[src/sv/slte_pkg.sv]
package slte_pkg;

  localparam int unsigned KIND_W  = 3;
  localparam int unsigned VALUE_W = 32;
  localparam int unsigned STAT_W  = 2;
  localparam int unsigned CNT_W   = 5;

  typedef enum logic [KIND_W-1:0] {
    KIND_INSERT = 3'd0,
    KIND_SEARCH = 3'd1,
    KIND_DELETE = 3'd2,
    KIND_CLEAR  = 3'd3,
    KIND_DUMP   = 3'd4
  } kind_e;

  typedef enum logic [STAT_W-1:0] {
    STAT_OK    = 2'd0,
    STAT_MISS  = 2'd1,
    STAT_EMPTY = 2'd2,
    STAT_FULL  = 2'd3
  } status_e;

  typedef enum logic [1:0] {
    CELL_HOLD,
    CELL_INS,
    CELL_DEL,
    CELL_ROT
  } cell_op_e;

  typedef enum logic {
    ST_IDLE,
    ST_DUMP
  } state_e;

  typedef struct packed {
    logic [KIND_W-1:0]         kind;
    logic signed [VALUE_W-1:0] value;
  } in_word_t;

  typedef struct packed {
    logic [STAT_W-1:0]         status;
    logic signed [VALUE_W-1:0] entry_value;
    logic                      entry_valid;
    logic                      last;
    logic [CNT_W-1:0]          count;
  } out_word_t;

  typedef struct packed {
    cell_op_e op;
    logic     occ;
    logic     tail;
  } cell_ctl_t;

endpackage

[src/sv/sorted_list_table_engine.sv]
// channel | signals                            | word
// in      | in_valid_i  in_ready_o  in_data_i   | in_word_t  {kind, value}
// out     | out_valid_o out_ready_i out_data_o  | out_word_t {status, entry_value,
//         |                                     |   entry_valid, last, count}
// Insert, search, delete, clear, unused kinds and a dump of an empty table: one result word each.
// Dump: one result word per stored entry, one per cycle while the output is not stalled, by rotating the cell chain.
// The next word is taken once the previous operation has handed off its last result.
// Output register stalls on out_ready_i low; the chain holds meanwhile.
// Reset clears the count and control only; cell contents need no reset.
module sorted_list_table_engine
  import slte_pkg::*;
#(
  parameter int unsigned DEPTH = 16
) (
  input  logic      clk_i,
  input  logic      rst_ni,
  input  logic      in_valid_i,
  output logic      in_ready_o,
  input  in_word_t  in_data_i,
  output logic      out_valid_o,
  input  logic      out_ready_i,
  output out_word_t out_data_o
);

  localparam int unsigned CntW = $clog2(DEPTH + 1);

  state_e            state_q, state_d;
  logic [CntW-1:0]   count_q, count_d;
  logic [CntW-1:0]   dump_left_q, dump_left_d;
  out_word_t         out_q, out_d;
  logic              out_valid_q, out_valid_d;
  logic              slot_free, accept, found;
  cell_op_e          op;
  logic [CntW+CNT_W-1:0] count_wide;

  logic signed [VALUE_W-1:0] entry   [DEPTH];
  logic signed [VALUE_W-1:0] left_e  [DEPTH];
  logic signed [VALUE_W-1:0] right_e [DEPTH];
  logic                      left_lt [DEPTH];
  logic [DEPTH-1:0]          lt_v, eq_v;
  cell_ctl_t                 ctl     [DEPTH];

  assign slot_free  = !out_valid_q || out_ready_i;
  assign in_ready_o = (state_q == ST_IDLE) && slot_free;
  assign accept     = in_valid_i && in_ready_o;
  assign found      = |eq_v;

  for (genvar i = 0; i < DEPTH; i++) begin : g_cell
    if (i == 0) begin : g_head
      assign left_e[i]  = '0;
      assign left_lt[i] = 1'b1;
    end else begin : g_mid
      assign left_e[i]  = entry[i-1];
      assign left_lt[i] = lt_v[i-1];
    end
    if (i == DEPTH - 1) begin : g_end
      assign right_e[i] = '0;
    end else begin : g_inner
      assign right_e[i] = entry[i+1];
    end

    assign ctl[i].op   = op;
    assign ctl[i].occ  = CntW'(i) < count_q;
    assign ctl[i].tail = CntW'(i) == (count_q - 1'b1);

    slte_cell u_cell (
      .clk_i        (clk_i),
      .ctl_i        (ctl[i]),
      .value_i      (in_data_i.value),
      .left_entry_i (left_e[i]),
      .left_lt_i    (left_lt[i]),
      .right_entry_i(right_e[i]),
      .head_entry_i (entry[0]),
      .entry_o      (entry[i]),
      .lt_o         (lt_v[i]),
      .eq_o         (eq_v[i])
    );
  end

  always_comb begin
    state_d = state_q;
    unique case (state_q)
      ST_IDLE: begin
        if (accept && (in_data_i.kind == KIND_DUMP) && (count_q != '0)) begin
          state_d = ST_DUMP;
        end
      end
      ST_DUMP: begin
        if (slot_free && (dump_left_q == CntW'(1))) begin
          state_d = ST_IDLE;
        end
      end
      default: state_d = ST_IDLE;
    endcase
  end

  always_comb begin
    op          = CELL_HOLD;
    count_d     = count_q;
    dump_left_d = dump_left_q;
    out_valid_d = out_valid_q && !out_ready_i;
    out_d       = out_q;
    count_wide  = '0;
    if (accept) begin
      out_valid_d       = 1'b1;
      out_d.status      = STAT_OK;
      out_d.entry_value = '0;
      out_d.entry_valid = 1'b0;
      out_d.last        = 1'b1;
      case (in_data_i.kind)
        KIND_INSERT: begin
          if (count_q == CntW'(DEPTH)) begin
            out_d.status = STAT_FULL;
          end else begin
            op      = CELL_INS;
            count_d = count_q + 1'b1;
          end
        end
        KIND_SEARCH, KIND_DELETE: begin
          if (count_q == '0) begin
            out_d.status = STAT_EMPTY;
          end else if (!found) begin
            out_d.status = STAT_MISS;
          end else if (in_data_i.kind == KIND_DELETE) begin
            op      = CELL_DEL;
            count_d = count_q - 1'b1;
          end
        end
        KIND_CLEAR: begin
          if (count_q == '0) begin
            out_d.status = STAT_EMPTY;
          end else begin
            count_d = '0;
          end
        end
        KIND_DUMP: begin
          if (count_q == '0) begin
            out_d.status = STAT_EMPTY;
          end else begin
            out_valid_d = 1'b0;
            dump_left_d = count_q;
          end
        end
        default: out_d.status = STAT_OK;
      endcase
    end else if ((state_q == ST_DUMP) && slot_free) begin
      op                = CELL_ROT;
      out_valid_d       = 1'b1;
      out_d.status      = STAT_OK;
      out_d.entry_value = entry[0];
      out_d.entry_valid = 1'b1;
      out_d.last        = dump_left_q == CntW'(1);
      dump_left_d       = dump_left_q - 1'b1;
    end
    count_wide  = {{CNT_W{1'b0}}, count_d};
    out_d.count = count_wide[CNT_W-1:0];
  end

  always_ff @(posedge clk_i or negedge rst_ni) begin
    if (!rst_ni) begin
      state_q     <= ST_IDLE;
      count_q     <= '0;
      dump_left_q <= '0;
      out_valid_q <= 1'b0;
    end else begin
      state_q     <= state_d;
      count_q     <= count_d;
      dump_left_q <= dump_left_d;
      out_valid_q <= out_valid_d;
    end
  end

  always_ff @(posedge clk_i) begin
    out_q <= out_d;
  end

  assign out_valid_o = out_valid_q;
  assign out_data_o  = out_q;

endmodule

[src/sv/slte_cell.sv]
module slte_cell
  import slte_pkg::*;
(
  input  logic                      clk_i,
  input  cell_ctl_t                 ctl_i,
  input  logic signed [VALUE_W-1:0] value_i,
  input  logic signed [VALUE_W-1:0] left_entry_i,
  input  logic                      left_lt_i,
  input  logic signed [VALUE_W-1:0] right_entry_i,
  input  logic signed [VALUE_W-1:0] head_entry_i,
  output logic signed [VALUE_W-1:0] entry_o,
  output logic                      lt_o,
  output logic                      eq_o
);

  logic signed [VALUE_W-1:0] entry_q, entry_d;

  assign lt_o    = ctl_i.occ && (entry_q < value_i);
  assign eq_o    = ctl_i.occ && (entry_q == value_i);
  assign entry_o = entry_q;

  always_comb begin
    entry_d = entry_q;
    unique case (ctl_i.op)
      CELL_INS: begin
        if (!lt_o) begin
          entry_d = left_lt_i ? value_i : left_entry_i;
        end
      end
      CELL_DEL: begin
        if (!lt_o) begin
          entry_d = right_entry_i;
        end
      end
      CELL_ROT: begin
        entry_d = ctl_i.tail ? head_entry_i : right_entry_i;
      end
      default: entry_d = entry_q;
    endcase
  end

  always_ff @(posedge clk_i) begin
    entry_q <= entry_d;
  end

endmodule

[config.mk]
export PLATFORM = sky130hd
export DESIGN_NAME = sorted_list_table_engine
export DESIGN_NICKNAME = d
export VERILOG_FILES = /design/src/sv/slte_pkg.sv /design/src/sv/sorted_list_table_engine.sv /design/src/sv/slte_cell.sv
export SDC_FILE = /design/constraint.sdc
export NUM_CORES = 2
export LEC_CHECK = 0
export ABC_CLOCK_PERIOD_IN_PS = 13620
export BUFFER_PORTS_ARGS = -buffer_cell sky130_fd_sc_hd__buf_2
export CAP_MARGIN = 20
export CORE_AREA = 2 2 319 353
export DETAILED_ROUTE_END_ITERATION = 16
export DIE_AREA = 0 0 321 355
export GPL_TIMING_DRIVEN = 0
export SETUP_SLACK_MARGIN = 0.02
export SYNTH_ARGS = -nofsm -noshare
export SYNTH_HDL_FRONTEND = slang
export SYNTH_SLANG_ARGS = --single-unit
[constraint.sdc]
create_clock -name clk_i -period 13.62 [get_ports clk_i]
set_input_delay 0.681 -clock clk_i [delete_from_list [all_inputs] [get_ports clk_i]]
set_output_delay 0.681 -clock clk_i [all_outputs]
set_load 0.05 [all_outputs]
== Word-level counts from Yosys, hierarchy flattened ==
Cells that the tools add are included.

* Register bits after elaboration: 565
* Latch bits: 0
* RAM bits: 0
* ROM bits: 0
* Bits of input ports: 39
* Output and inout port bits: 43
* Memories: 0

* Add/subtract/negate cells: 3
* Multiply operators: 0
* Divide/modulo/power cells: 0
* $lt $le $gt $ge: 32
* Equal/unequal tests: 75
* Shifts and indexed selects: 0
* Muxes and demuxes: 111
* Bitwise logic cells: 1
* Reductions and logical operators: 68

{| class="wikitable"
|+ Operator list
! operator !! number
|-
| $mux 32 || 63
|-
| $pmux 32 s3 || 16
|-
| $eq 32x32->1 || 16
|-
| $lt 32x32->1 || 16
|-
| $mux 36 || 2
|-
| $ne 2x2->1 const B || 34
|-
| $mux 5 || 10
|-
| $reduce_and 3->1 || 16
|-
| $eq 4x5->1 const A || 8
|-
| $lt 4x5->1 const A || 8
|-
| $logic_and 1x1->1 || 39
|-
| $eq 3x5->1 const A || 4
|-
| $lt 3x5->1 const A || 4
|-
| $mux 2 || 8
|-
| $reduce_or 16->1 || 1
|-
| $pmux 5 s3 || 1
|-
| $eq 2x5->1 const A || 2
|-
| $logic_not 5->1 || 2
|-
| $lt 1x5->1 const A || 2
|-
| $lt 2x5->1 const A || 2
|-
| $sub 5x1->5 const B || 2
|-
| $mux 1 || 8
|-
| $eq 3x2->1 const B || 2
|-
| $pmux 2 s3 || 1
|-
| other kinds (20) || 23
|}

== Depth between registers and ports, before layout ==
* Word-level depth: 10
* Mapped depth: 17

== By module ==
Synthesis repeated with hierarchy kept, for this count alone.

* Cells, all modules: 5,195
* Area total of the unflattened synthesis: 48,709.2 um^2

{| class="wikitable"
|+ Modules (own cells, without submodules)
! module !! instances !! cells an instance !! area an instance (um^2) !! seq. area each (um^2)
|-
| slte_cell (g_cell[0].u_cell ...) || 15 || 303 || 2,872.8 || 960.9
|-
| slte_cell (g_cell[9].u_cell) || 1 || 301 || 2,860.2 || 960.9
|-
| sorted_list_table_engine || 1 || 349 || 2,757.6 || 1,141.1
|}

== Worst setup path after synthesis ==
No wires, ideal clock.

* Path kind: in2reg
* From: in in_data_i[26] in the netlist's numbering
* To: reg g_cell[0].u_cell.entry_q[0], enable pin
* Setup time: 0.470 ns
* Arrival: 6.020 ns
* Slack: 7.130 ns
* Stages: 13
* Path buffers: 3
* Path through: clkbuf_1 -> inv_1 -> ha_1 -> nand4_1 -> or4_1 -> or4_4 -> o2111ai_1 -> or4_1 -> buf_2 -> a21o_1 -> buf_2 -> a21oi_1 -> a211oi_1

* Cells in the longest elaborated chain, start to end: 10

{| class="wikitable"
|+ RTL lines
! element !! RTL line !! RTL
|-
| start, declared || sorted_list_table_engine.sv:19 || <nowiki>input in_word_t in_data_i,</nowiki>
|-
| $eq 32x32->1 || slte_cell.sv:19 || <nowiki>assign eq_o = ctl_i.occ && (entry_q == value_i);</nowiki>
|-
| $logic_and 1x1->1 || slte_cell.sv:19 ||
|-
| $reduce_or 16->1 || sorted_list_table_engine.sv:46 || <nowiki>assign found = |eq_v;</nowiki>
|-
| $mux 2 || sorted_list_table_engine.sv:122 || <nowiki>end else if (!found) begin</nowiki>
|-
| $mux 2 || sorted_list_table_engine.sv:120 || <nowiki>if (count_q == '0) begin</nowiki>
|-
| $pmux 2 s2 || sorted_list_table_engine.sv:110 || <nowiki>case (in_data_i.kind)</nowiki>
|-
| $mux 2 || sorted_list_table_engine.sv:104 || <nowiki>if (accept) begin</nowiki>
|-
| $eq 2x2->1 or $eq 2x1->1 (tied branches) || slte_cell.sv:24 || <nowiki>unique case (ctl_i.op)</nowiki>
|-
| $ne 2x2->1 (no source line) or $reduce_bool 3->1 (tied branches) || n/a ||
|-
| $reduce_and 4->1 (no source line) * || n/a ||
|-
| end signal, assigned || slte_cell.sv:43 || <nowiki>entry_q <= entry_d;</nowiki>
|-
| end, declared || slte_cell.sv:16 || <nowiki>logic signed [VALUE_W-1:0] entry_q, entry_d;</nowiki>
|}

Mark *: on every way between the ends. The rest lies on a longest branch, timed or not.
A chain may end at the register's enable or synchronous reset.

== Final worst setup path ==
* From: in in_data_i[29] in the netlist's numbering
* To: reg g_cell[6].u_cell.entry_q[1], enable pin

* Cells in the longest elaborated chain, start to end: 10

{| class="wikitable"
|+ RTL lines
! element !! RTL line
|-
| $eq 32x32->1 || slte_cell.sv:19
|-
| $logic_and 1x1->1 || slte_cell.sv:19
|-
| $reduce_or 16->1 || sorted_list_table_engine.sv:46
|-
| $mux 2 || sorted_list_table_engine.sv:122
|-
| $mux 2 || sorted_list_table_engine.sv:120
|-
| $pmux 2 s2 || sorted_list_table_engine.sv:110
|-
| $mux 2 || sorted_list_table_engine.sv:104
|-
| $eq 2x2->1 or $eq 2x1->1 (tied branches) || slte_cell.sv:24
|-
| $ne 2x2->1 (no source line) or $reduce_bool 3->1 (tied branches) || n/a
|-
| $reduce_and 3->1 (no source line) * || n/a
|-
| end signal, assigned || slte_cell.sv:43
|-
| end, declared || slte_cell.sv:16
|}

Marked as above.

==> out/results.ini <==
[grt]
grt_usage_pct = 42.7
grt_pass1_wl_um = 337000
antenna_found_initial = 15
grt_max_degree = 24
grt-ovfl-total = 0
grt_pass1_vias = 41000

[worst_setup_path]
cp-start-kind = input port
path_cells = buf_2, clkbuf_1, inv_1, ha_1, nand4_1, nor4_2, nand4_1, a21oi_1, o31a_1, or3_1, clkbuf_1, clkbuf_1, nor2_1, nor2_4, buf_12
critPathKind = in2reg
slowest_delay_ns = 1.01
arrival_ns = 8.41
crit_fanout = 22
slowest_stage = nor4_2
crit_required_ns = 13.98
critPathCaptureType = flip-flop
ff2ff_path_depth = 20
crit_top_cell = clkbuf_1

[cells_and_area]
final_cell_mix = 712 x nand2_1, 520 x ha_1, 514 x edfxtp_1, 472 x o21ai_0, 452 x mux2i_1
final_util_pct = 45.2
fin_nets = 5433
fin_cells = 6368
final_common_cell = nand2_1
area_growth_pct = 13.7
drive_above_1_share_pct = 8.11

[yosys]
synth_compound_area_share_pct = 19.8
async_reset_ff_share_pct = 2.12
synth_top_family_by_area = compound AO/OA/AOI/OAI gates
synth-adder-area-share_pct = 14.8
synth-edff-count = 514
syn_area_per_cell_um2 = 9.44
syn_area_um2 = 43800
ys_seq_area_share_pct = 37.7
synthDistinctLibCells = 65
synthCells = 4644
yosys_warnings = 0
synth_xor_area_share_pct = 0.120
synth-seq-cells = 565
syn_nets = 5203
dominantRegCellSynth = edfxtp_1
synthMuxAreaShare_pct = 10.3
synth-simple-area-share_pct = 12.3

[floorplanning]
start_util_pct = 39.8
core-area_um2 = 110000
dieArea_um2 = 114000
rows = 128
fp.dieW_um = 321
die_h_um = 355
num_io_pins = 82

[timing]
tightest_slew_ns = 1.44
rsz0062_at_grt = no
fin_crit_sh_pct = 59.1
fin_worst_skew_ns = 0.0334
finalCriticalPeriod_ns = 8.05
setup_slack_ns = 5.57
timing.setup.tns_ns = 0
slew_violations = 0
finalHoldViolCount = 0
setup_viol = 0
max_freq_ghz = 0.124
relSlewSlack_pct = 3.73

[power_and_ir_drop]
netSwitchingFraction_pct = 48.0
ir_worst_vdd_mv = 0.133
combPwrFrac_pct = 47.6
total_power_mw = 11.1
seqPwrFrac_pct = 33.9
p_per_area_nw_per_um2 = 222
switchingPower_mw = 5.31
p_int_mw = 5.75
clkPwrFrac_pct = 18.5
leakage_nw = 19.1

[cts]
cts-resized-gates = 0
clock-sinks = 565
path_clk_slew_ns = 0.06
clk_path_buf_depth = 3
htree_levels = 3
insertion_delay_ns = 0.69
root_buffer = clkbuf_16
cts_tree = done
cts_buffers = 71

[placed_design]
portBuffers = 80
dpl.cell_count = 6226
dp_hpwl_um = 190000
dp_slack_ns = 5.34
place.gp.congestion = 1.04

[route]
antenna_left = 0
vias = 44300
drt-total-wl_um = 250000
drc = 0
wl_per_cell_um = 39.3
drt-pass1-iter-count = 7
avgViaCountPerCell = 6.95
first_iter_violations = 7549

[worst_hold_path]
min_path_type = in2reg
min_path_cells = 3

[outcome]
run_status = finished, final reports clean

[run]
maxCapViolations = 0

cell families after synthesis:
group	count (synthesis)
AO/OA/AOI/OAI	1369
buffers and inverters	525
flip-flops	565
multiplexers	452
XOR/XNOR	6
adder cells (fa/ha/maj)	520
AND/OR/NAND/NOR	1207
per-layer routing:
metal	track usage, %	vias to the layer above	share of wire, %
li1	-	18200	-
met1	53.8	21400	37
met2	62.0	3752	41
met3	13.5	887	13
met4	29.9	10	8.7
met5	0	-	0.030
path summary, 6_finish.rpt:
kind / endpoint / start / slack (ns)
setup reg to reg: g_cell[8].u_cell.entry_o[19] / g_cell[0].u_cell.entry_o[0] / 7.03
min in group asynchronous: count_q[0] / rst_ni / 0.43
hold / removal: out_valid_o / in_valid_i / 0.27
hold reg to reg: out_data_o[23] / out_data_o[23] / 0.45
max in group asynchronous: dump_left_q[4] / rst_ni / 12.93
setup / recovery: g_cell[6].u_cell.entry_o[1] / in_data_i[29] / 5.57
worst max-delay path: cells and delay by family:
family	cells	cell delay, ns
fa+ha+maj	1	0.60
compound gates	2	0.89
simple gates	6	2.58
buf+inv	6	3.60
power by group through the flow:
stage                     Clock (mW)  Sequential (mW)  Combinational (mW)
after floorplan                    0             3.46                2.82
after global placement             0             3.78                4.70
after detailed placement           0             3.71                4.97
after CTS                       2.03             3.68                4.99
after global routing            2.09             3.75                5.47
final                           2.05             3.75                5.26
per-stage QoR:
step / cell area (um^2) / hold WS, ns
floorplan: 43800 / 0.385
global placement: 46000 / 0.439
detailed placement: 47400 / 0.444
CTS: 49700 / 0.271
global route: 49800 / 0.293
finish: 49800 / 0.273
layout make-up:
type | count | area [um^2]
diodes | 7 | 17.5
plain buffers | 340 | 1500
clock buffers | 106 | 2110
clock inverters | 24 | 258
fillers | 10600 | 60400
inverters | 185 | 694
multi-input cells | 3554 | 25400
flip-flops and latches | 565 | 16500
well taps | 1430 | 1790
repair buffers | 157 | 1540
synth_stat cells, types with 38 or more instances:
cell type / count / area share, %
o211ai_1: 355 / 6.1
inv_1: 185 / 1.6
edfxtp_1: 514 / 35
ha_1: 520 / 15
clkbuf_1: 230 / 2.0
nand3_1: 112 / 1.3
mux2i_1: 452 / 10
o21ai_0: 472 / 5.4
nor2_1: 98 / 0.84
nor3_1: 44 / 0.50
a21oi_1: 271 / 3.1
buf_2: 38 / 0.43
o221ai_1: 102 / 2.0
nand4_1: 127 / 1.8
dfxtp_1: 39 / 1.8
nand2_1: 712 / 6.1
state kept, by name, indices dropped and copies added (netlist names):
register / cells
count_q: 5
dump_left_q: 5
g_cell.u_cell.entry_o: 512
out_data_o: 41
out_valid_o: 1
state_q: 1
what timing repair did:
action,4_1_cts,5_1_grt
hold endpoints to repair,12,0
buffers inserted,0,0
hold buffers,1,0
No activity file was read; power rests on OpenSTA's default activity.
